File: src/hw/rtl/aes_block_cipher_assert.svh
// Assertion macros for the AES block cipher RTL.
`ifndef AES_BLOCK_CIPHER_ASSERT_SVH
`define AES_BLOCK_CIPHER_ASSERT_SVH
`ifndef SYNTHESIS
`define AES_ASSERT(lbl, prop) \
	lbl: assert property (@(posedge clk) disable iff (!arst_n) prop) \
		else $error("aes assertion failed");
`define AES_NEVER(lbl, cond) \
	lbl: assert property (@(posedge clk) disable iff (!arst_n) !(cond)) \
		else $error("aes forbidden condition");
`else
`define AES_ASSERT(lbl, prop)
`define AES_NEVER(lbl, cond)
`endif
`endif

File: src/hw/rtl/aes_pkg.sv
// Shared types, register codes, S-box tables and round functions for the AES core.
package aes_pkg;

	typedef struct packed {
		logic [63:0] block_high;
		logic [63:0] block_low;
	} blk_t;

	typedef struct packed {
		logic [63:0] result_high;
		logic [63:0] result_low;
	} res_t;

	localparam int CFG_IDX_W = 3;
	localparam logic [CFG_IDX_W-1:0] REG_KEY0 = 3'd0;
	localparam logic [CFG_IDX_W-1:0] REG_KEY1 = 3'd1;
	localparam logic [CFG_IDX_W-1:0] REG_KEY2 = 3'd2;
	localparam logic [CFG_IDX_W-1:0] REG_KLEN = 3'd3;
	localparam logic [CFG_IDX_W-1:0] REG_DEC  = 3'd4;

	localparam logic [1:0] STEP_ADD  = 2'd0;
	localparam logic [1:0] STEP_MID  = 2'd1;
	localparam logic [1:0] STEP_LAST = 2'd2;

	typedef struct packed {
		logic       load_blk;
		logic       exp_en;
		logic       step_en;
		logic [1:0] step_kind;
		logic       out_load;
	} cmd_t;

	typedef struct packed {
		logic       key_wr;
		logic       dec;
		logic [3:0] nr;
	} status_t;

	typedef logic [7:0] byte_tab_t [256];

	localparam byte_tab_t SBOX = '{
		8'h63,8'h7c,8'h77,8'h7b,8'hf2,8'h6b,8'h6f,8'hc5,8'h30,8'h01,8'h67,8'h2b,8'hfe,8'hd7,8'hab,8'h76,
		8'hca,8'h82,8'hc9,8'h7d,8'hfa,8'h59,8'h47,8'hf0,8'had,8'hd4,8'ha2,8'haf,8'h9c,8'ha4,8'h72,8'hc0,
		8'hb7,8'hfd,8'h93,8'h26,8'h36,8'h3f,8'hf7,8'hcc,8'h34,8'ha5,8'he5,8'hf1,8'h71,8'hd8,8'h31,8'h15,
		8'h04,8'hc7,8'h23,8'hc3,8'h18,8'h96,8'h05,8'h9a,8'h07,8'h12,8'h80,8'he2,8'heb,8'h27,8'hb2,8'h75,
		8'h09,8'h83,8'h2c,8'h1a,8'h1b,8'h6e,8'h5a,8'ha0,8'h52,8'h3b,8'hd6,8'hb3,8'h29,8'he3,8'h2f,8'h84,
		8'h53,8'hd1,8'h00,8'hed,8'h20,8'hfc,8'hb1,8'h5b,8'h6a,8'hcb,8'hbe,8'h39,8'h4a,8'h4c,8'h58,8'hcf,
		8'hd0,8'hef,8'haa,8'hfb,8'h43,8'h4d,8'h33,8'h85,8'h45,8'hf9,8'h02,8'h7f,8'h50,8'h3c,8'h9f,8'ha8,
		8'h51,8'ha3,8'h40,8'h8f,8'h92,8'h9d,8'h38,8'hf5,8'hbc,8'hb6,8'hda,8'h21,8'h10,8'hff,8'hf3,8'hd2,
		8'hcd,8'h0c,8'h13,8'hec,8'h5f,8'h97,8'h44,8'h17,8'hc4,8'ha7,8'h7e,8'h3d,8'h64,8'h5d,8'h19,8'h73,
		8'h60,8'h81,8'h4f,8'hdc,8'h22,8'h2a,8'h90,8'h88,8'h46,8'hee,8'hb8,8'h14,8'hde,8'h5e,8'h0b,8'hdb,
		8'he0,8'h32,8'h3a,8'h0a,8'h49,8'h06,8'h24,8'h5c,8'hc2,8'hd3,8'hac,8'h62,8'h91,8'h95,8'he4,8'h79,
		8'he7,8'hc8,8'h37,8'h6d,8'h8d,8'hd5,8'h4e,8'ha9,8'h6c,8'h56,8'hf4,8'hea,8'h65,8'h7a,8'hae,8'h08,
		8'hba,8'h78,8'h25,8'h2e,8'h1c,8'ha6,8'hb4,8'hc6,8'he8,8'hdd,8'h74,8'h1f,8'h4b,8'hbd,8'h8b,8'h8a,
		8'h70,8'h3e,8'hb5,8'h66,8'h48,8'h03,8'hf6,8'h0e,8'h61,8'h35,8'h57,8'hb9,8'h86,8'hc1,8'h1d,8'h9e,
		8'he1,8'hf8,8'h98,8'h11,8'h69,8'hd9,8'h8e,8'h94,8'h9b,8'h1e,8'h87,8'he9,8'hce,8'h55,8'h28,8'hdf,
		8'h8c,8'ha1,8'h89,8'h0d,8'hbf,8'he6,8'h42,8'h68,8'h41,8'h99,8'h2d,8'h0f,8'hb0,8'h54,8'hbb,8'h16
	};

	function automatic byte_tab_t build_inv();
		byte_tab_t t;
		for (int i = 0; i < 256; i++) begin
			t[SBOX[i]] = 8'(i);
		end
		return t;
	endfunction

	localparam byte_tab_t INV_SBOX = build_inv();

	function automatic logic [7:0] xtime(input logic [7:0] a);
		return {a[6:0], 1'b0} ^ (a[7] ? 8'h1b : 8'h00);
	endfunction

	function automatic logic [31:0] sub_word(input logic [31:0] w);
		return {SBOX[w[31:24]], SBOX[w[23:16]], SBOX[w[15:8]], SBOX[w[7:0]]};
	endfunction

	// byte i of the state sits at bits 127-8i downward
	function automatic logic [127:0] sub_shift(input logic [127:0] v);
		logic [127:0] o;
		o = '0;
		for (int c = 0; c < 4; c++) begin
			for (int r = 0; r < 4; r++) begin
				o[127-8*(c*4+r) -: 8] = SBOX[v[127-8*(((c+r)%4)*4+r) -: 8]];
			end
		end
		return o;
	endfunction

	function automatic logic [127:0] inv_sub_shift(input logic [127:0] v);
		logic [127:0] o;
		o = '0;
		for (int c = 0; c < 4; c++) begin
			for (int r = 0; r < 4; r++) begin
				o[127-8*(((c+r)%4)*4+r) -: 8] = INV_SBOX[v[127-8*(c*4+r) -: 8]];
			end
		end
		return o;
	endfunction

	function automatic logic [127:0] mix(input logic [127:0] v);
		logic [127:0] o;
		logic [7:0] a0, a1, a2, a3;
		o = '0;
		for (int c = 0; c < 4; c++) begin
			a0 = v[127-32*c -: 8];
			a1 = v[119-32*c -: 8];
			a2 = v[111-32*c -: 8];
			a3 = v[103-32*c -: 8];
			o[127-32*c -: 8] = xtime(a0) ^ xtime(a1) ^ a1 ^ a2 ^ a3;
			o[119-32*c -: 8] = a0 ^ xtime(a1) ^ xtime(a2) ^ a2 ^ a3;
			o[111-32*c -: 8] = a0 ^ a1 ^ xtime(a2) ^ xtime(a3) ^ a3;
			o[103-32*c -: 8] = xtime(a0) ^ a0 ^ a1 ^ a2 ^ xtime(a3);
		end
		return o;
	endfunction

	// products by 9, 11, 13, 14 from doubled terms
	function automatic logic [31:0] gm_set(input logic [7:0] a);
		logic [7:0] x2, x4, x8;
		x2 = xtime(a);
		x4 = xtime(x2);
		x8 = xtime(x4);
		return {x8 ^ a, x8 ^ x2 ^ a, x8 ^ x4 ^ a, x8 ^ x4 ^ x2};
	endfunction

	function automatic logic [127:0] inv_mix(input logic [127:0] v);
		logic [127:0] o;
		logic [31:0] g0, g1, g2, g3;
		o = '0;
		for (int c = 0; c < 4; c++) begin
			// fields: [31:24]=x9 [23:16]=xb [15:8]=xd [7:0]=xe
			g0 = gm_set(v[127-32*c -: 8]);
			g1 = gm_set(v[119-32*c -: 8]);
			g2 = gm_set(v[111-32*c -: 8]);
			g3 = gm_set(v[103-32*c -: 8]);
			o[127-32*c -: 8] = g0[7:0] ^ g1[23:16] ^ g2[15:8] ^ g3[31:24];
			o[119-32*c -: 8] = g0[31:24] ^ g1[7:0] ^ g2[23:16] ^ g3[15:8];
			o[111-32*c -: 8] = g0[15:8] ^ g1[31:24] ^ g2[7:0] ^ g3[23:16];
			o[103-32*c -: 8] = g0[23:16] ^ g1[15:8] ^ g2[31:24] ^ g3[7:0];
		end
		return o;
	endfunction

endpackage

File: src/hw/rtl/aes_ctrl.sv
// Sequencer for key expansion, round stepping and result hand-off.
`include "aes_block_cipher_assert.svh"
module aes_ctrl #(
	parameter int AW = 4,
	parameter int KW = 6
) (
	input  logic             clk,
	input  logic             arst_n,
	input  logic             blk_valid,
	output logic             blk_stall,
	output logic             res_valid,
	input  logic             res_stall,
	input  aes_pkg::status_t stat,
	output aes_pkg::cmd_t    cmd,
	output logic [KW-1:0]    exp_idx,
	output logic [AW-1:0]    rd_addr
);
	import aes_pkg::*;

	localparam logic [2:0] ST_IDLE   = 3'd0;
	localparam logic [2:0] ST_EXPAND = 3'd1;
	localparam logic [2:0] ST_FETCH  = 3'd2;
	localparam logic [2:0] ST_ROUND  = 3'd3;
	localparam logic [2:0] ST_DONE   = 3'd4;

	logic [2:0]    state_q, state_d;
	logic [KW-1:0] k_q, total;
	logic [3:0]    step_q, step_nxt, key_step;
	logic          sched_valid_q, res_valid_q, accept, out_free;

	assign accept    = blk_valid && !blk_stall;
	assign blk_stall = (state_q != ST_IDLE);
	assign res_valid = res_valid_q;
	assign out_free  = !res_valid_q || !res_stall;
	assign total     = KW'((32'(stat.nr) + 32'd1) * 32'd4);
	assign exp_idx   = k_q;
	assign step_nxt  = (step_q == stat.nr) ? step_q : step_q + 4'd1;

	always_comb begin
		key_step = (state_q == ST_ROUND) ? step_nxt : 4'd0;
		rd_addr  = AW'(stat.dec ? (stat.nr - key_step) : key_step);
	end

	always_comb begin
		state_d       = state_q;
		cmd           = '0;
		cmd.step_kind = STEP_ADD;
		unique case (state_q)
			ST_IDLE: begin
				if (accept) begin
					cmd.load_blk = 1'b1;
					state_d = sched_valid_q ? ST_FETCH : ST_EXPAND;
				end
			end
			ST_EXPAND: begin
				cmd.exp_en = 1'b1;
				if (k_q == total - KW'(1)) state_d = ST_FETCH;
			end
			ST_FETCH: state_d = ST_ROUND;
			ST_ROUND: begin
				cmd.step_en = 1'b1;
				if (step_q == 4'd0) cmd.step_kind = STEP_ADD;
				else if (step_q == stat.nr) cmd.step_kind = STEP_LAST;
				else cmd.step_kind = STEP_MID;
				if (step_q == stat.nr) state_d = ST_DONE;
			end
			ST_DONE: begin
				if (out_free) begin
					cmd.out_load = 1'b1;
					state_d = ST_IDLE;
				end
			end
			default: state_d = ST_IDLE;
		endcase
	end

	always_ff @(posedge clk or negedge arst_n) begin
		if (!arst_n) begin
			state_q       <= ST_IDLE;
			k_q           <= '0;
			step_q        <= '0;
			sched_valid_q <= 1'b0;
			res_valid_q   <= 1'b0;
		end else begin
			state_q <= state_d;
			if (state_q == ST_IDLE) k_q <= '0;
			else if (state_q == ST_EXPAND) k_q <= k_q + KW'(1);
			if (state_q == ST_FETCH) step_q <= '0;
			else if (state_q == ST_ROUND) step_q <= step_nxt;
			if (stat.key_wr) sched_valid_q <= 1'b0;
			else if (state_q == ST_EXPAND && state_d == ST_FETCH) sched_valid_q <= 1'b1;
			if (cmd.out_load) res_valid_q <= 1'b1;
			else if (!res_stall) res_valid_q <= 1'b0;
		end
	end

	`AES_ASSERT(a_round_needs_sched, (state_q == ST_ROUND) |-> sched_valid_q)
	`AES_ASSERT(a_accept_leaves_idle, accept |=> (state_q != ST_IDLE))
	`AES_ASSERT(a_step_in_range, (state_q == ST_ROUND) |-> (step_q <= stat.nr))
	`AES_NEVER(a_no_overwrite, cmd.out_load && res_valid_q && res_stall)

endmodule

File: config.mk
export PLATFORM = sky130hd
export DESIGN_NAME = aes_ctrl
export DESIGN_NICKNAME = d
export VERILOG_FILES = /design/src/hw/rtl/aes_pkg.sv /design/src/hw/rtl/aes_ctrl.sv
export VERILOG_INCLUDE_DIRS = /design/src /design/src/hw/rtl
export SDC_FILE = /design/constraint.sdc
export NUM_CORES = 1
export LEC_CHECK = 0
export BUFFER_PORTS_ARGS = -buffer_cell sky130_fd_sc_hd__buf_2
export CAP_MARGIN = 20
export CORE_UTILIZATION = 57
export CTS_CLUSTER_SIZE = 20
export DETAILED_ROUTE_END_ITERATION = 8
export HOLD_SLACK_MARGIN = 0.12
export PLACE_DENSITY = 0.88
export REMOVE_ABC_BUFFERS = 1
export SETUP_SLACK_MARGIN = 0.15
export SLEW_MARGIN = 20
export SYNTH_ARGS = -nofsm -noshare
export SYNTH_HDL_FRONTEND = slang
export SYNTH_SLANG_ARGS = --single-unit
File: constraint.sdc
create_clock -name clk -period 7.3 [get_ports clk]
set_input_delay 1.095 -clock clk [delete_from_list [all_inputs] [get_ports clk]]
set_output_delay 1.095 -clock clk [all_outputs]
set_load 0.1 [all_outputs]
### Word-level counts from Yosys, hierarchy flattened

Cells that the tools add are included.

| operators by class | value |
|---|---|
| add/sub/neg operators | 5 |
| eq/ne operators | 8 |
| multiplexer cells | 25 |
| reductions and logical operators | 12 |

Operators by type and width:

| operator | number |
|---|---|
| $mux 4 | 5 |
| $mux 3 | 5 |
| $pmux 3 s5 | 1 |
| $mux 6 | 2 |
| $eq 3x2->1 const B | 3 |
| $mux 1 | 9 |
| $add 4x1->4 const B | 2 |
| $add 6x1->6 const B | 1 |
| $eq 6x6->1 | 1 |
| $mux 2 | 3 |
| $reduce_bool 2->1 | 3 |
| $sub 6x1->6 const B | 1 |
| $eq 4x4->1 | 1 |
| $logic_not 4->1 | 1 |
| $sub 4x4->4 | 1 |
| $eq 3x1->1 const B | 1 |
| $eq 3x3->1 const B | 1 |
| $logic_not 1->1 | 3 |
| $logic_not 3->1 | 1 |
| $reduce_bool 3->1 | 1 |
| $logic_and 1x1->1 | 2 |
| $ne 2x1->1 const B | 1 |
| $logic_or 1x1->1 | 1 |

| word-level totals | value |
|---|---|
| flip-flop bits (word level) | 15 |

### Depth between registers and ports, before layout

| depth | value |
|---|---|
| depth after elaboration | 9 |
| depth in mapped cells | 11 |
| gate-level depth less buffers | 10 |

### Least setup slack after synthesis

Ideal clock, no wire load.

| timing path | value |
|---|---|
| path type | input -> output |
| start point | input stat[1] in the netlist's numbering |
| end point | output rd_addr[3] |
| arrival time | 4.394 ns |
| slack | 1.811 ns |
| stages on the path | 10 |
| buffers on the path | 0 |
| path through | xor2_1 or4_4 nand2_1 a21o_2 ha_1 nor2b_1 o21ai_0 nor3b_1 o21ai_0 xnor2_1 |

| between the ends | value |
|---|---|
| longest elaborated chain between the ends | 5 |

RTL lines:

| what | RTL line | source |
|---|---|---|
| start, declared | aes_ctrl.sv:13 | `input aes_pkg::status_t stat,` |
| $eq 4x4->1 | aes_ctrl.sv:37 | `assign step_nxt = (step_q == stat.nr) ? step_q : step_q + 4'd1;` |
| $mux 4 | aes_ctrl.sv:37 |  |
| $mux 4 | aes_ctrl.sv:40 | `key_step = (state_q == ST_ROUND) ? step_nxt : 4'd0;` |
| $sub 4x4->4 | aes_ctrl.sv:41 | `rd_addr = AW'(stat.dec ? (stat.nr - key_step) : key_step);` |
| $mux 4 * | aes_ctrl.sv:41 |  |
| end, declared | aes_ctrl.sv:16 | `output logic [AW-1:0] rd_addr` |

Every way passes the cells marked *; elsewhere a longest branch is shown, timed or not.

### Worst setup path after layout

Same ends and word-level chain as after synthesis.

==> run metrics <==
drt first pass iters 4; DRT antenna net count 0; Core Util, Final between 70% and 80%; Synth area leader dfrtp_1; Max Fclk 0.203 GHz; sequential element share of the synthesized area 30.8%; FP Rows 16; most frequent cell after synthesis nand2_1; TNS Setup 0 ps; RSZ-0062 raised after global routing false; crit-path max FO 7; Worst-Skew Late Latency 300 ps; Final Instance Area roughly 1400 um2; Synth Instances 132; Worst R2R Setup Slack roughly 5600 ps; Yosys top cell area share 30.8%; post-DR wirelength/cell between 10 and 15 um; outcome finished, final reports clean; Vias/cell 5.30; Critical Path Source stat[1]; commonest cells in the netlist nand2_1 (18), dfrtp_1 (15), inv_1 (13), xnor2_1 (13); Area Overhead vs Synth 14.9%; die height 48.3 um; CTS Buffer Depth 2; top post-synthesis cells by area dfrtp_1 (31%), xnor2_1 (9.3%), ha_1 (8.2%); endpoints failing setup 0; die width just under 50 um; global placer's final weighted congestion 0.862; crit path capture type output pin; Min-Delay Path Class reg -> reg; Period minus WS final 4920 ps; Post-DP HPWL 2050 um; share of layout cells above drive strength 1 26.3%; antenna violations before repair 0; Initial Util 61.6%; Max Cap Viol 0; final worst setup slack 2380 ps; post-CTS setup buffers 0; FFs w/ async S/R, synth 100%; cts hold-fix bufs 0; Hold Path Depth 2; Primary FF master, synth dfrtp_1; Max Clock Skew approximately 14 ps; clk sinks 15; final WL 2490 um; largest net degree at the start of global routing 16; vias 991; Synth cell types 38; number of top-level pins 28; die area around 2300 um2; dpl cell area 1370 um2; GR Util All Layers 23.6%; Avg Cell Area, Syn approximately 9 um2; final slew viol count 0; WP data required ~6200 ps; CTS buffer count 3; reg2reg path depth 4; CTS resizes 0; Core Footprint 1980 um2; Setup WS pre-CTS 2400 ps; Iter 0 DRT Violations 14; Post-synth EDFFs 0; flops & latches, synth 15; first-pass GRT wire length about 3800 um; launch point of the worst reg-to-reg path step_q[0]$_DFFE_PN0P_; Mapped Area between 1000 and 1500 um2; hold_sp sched_valid_q$_DFFE_PN0P_; n_diodes 0; YS warnings 0; total gr overflow 0; H-tree levels 1; CP Class in -> out; crit start category input pin; # DRC 0; nets 180; number of global-route vias before repair 876; reg2reg end step_q[0]$_DFFE_PN0P_; CTS root buf clkbuf_4; worst slew pin tran 644 ps; fin crit share around two thirds; TritonCTS clock tree done; Hold Path End state_q[1]$_DFF_PN0_; WP data arrival 3820 ps; Worst-path clk slew 100 ps; final count of hold timing violations 0; I/O Buffers 27; Max transition margin between 50% and 60%
[worst max-delay path: stages]
cell	delay, ps
buf_2	150
xor2_1	240
nor4_4	460
nand2_1	100
a21o_2	240
ha_1	260
nor2b_1	130
o21ai_0	200
nor3b_1	220
o21ai_0	120
xnor2_1	150
buf_2	440
[registers in the layout, indices dropped and copies added (netlist names)]
| register | count |
|---|---|
| state_q | 3 |
| res_valid | 1 |
| step_q | 4 |
| exp_idx | 6 |
| sched_valid_q | 1 |
[layer usage]
metal,vias up,global-route usage (%),wire (um)
li1,505,-,-
met1,460,29.5,1140
met2,22,40.5,1250
met3,4,3.33,65
met4,0,10.0,41
met5,-,0,0
[per-stage QoR]
step / hold WS (ps) / instances
6_report: 502 / 187
5_1_grt: 545 / 187
4_1_cts: 503 / 187
3_5_place_dp: 481 / 183
3_3_place_gp: 461 / 183
2_1_floorplan: 449 / 129
[cell usage in the layout, fill, tap and decap left out, drive strengths merged, types with 3 or more instances in the layout]
cell,netlist,final
clkbuf,1,3
nand3,4,4
a21oi,5,5
o21ai,8,8
o22ai,3,3
inv,13,13
nand2,18,18
buf,2,27
xor2,7,7
xnor2,13,13
dfrtp,15,15
nor2,8,8
ha,8,8
[worst max path at each step]
stage                       to  slack, ps  cells after the start
floorplan           rd_addr[3]       1810                     10
global placement    rd_addr[3]       2580                     12
detailed placement  rd_addr[3]       2400                     12
CTS                 rd_addr[3]       2390                     12
global route        rd_addr[3]       2050                     12
finish              rd_addr[3]       2380                     12
[layout make-up]
class,instances,area [um2]
fillers,174,581
repair buffers,27,135
clock buffers,3,22.5
multi-input cells,101,781
well taps,27,33.8
inverters,13,48.8
clock inverters,1,5.00
flip-flops and latches,15,375
[cells by family after synthesis]
kind of cell / synth area share, %
AND/OR/NAND/NOR: 21.9
flip-flops: 30.8
multiplexers: 1.74
AO/OA/AOI/OAI: 14.9
XOR/XNOR: 15.6
adder cells (fa/ha/maj): 9.85
buffers and inverters: 5.23
Power is not shown: default switching activity piles up to over one toggle a cycle in this logic, so the estimate is an artifact.
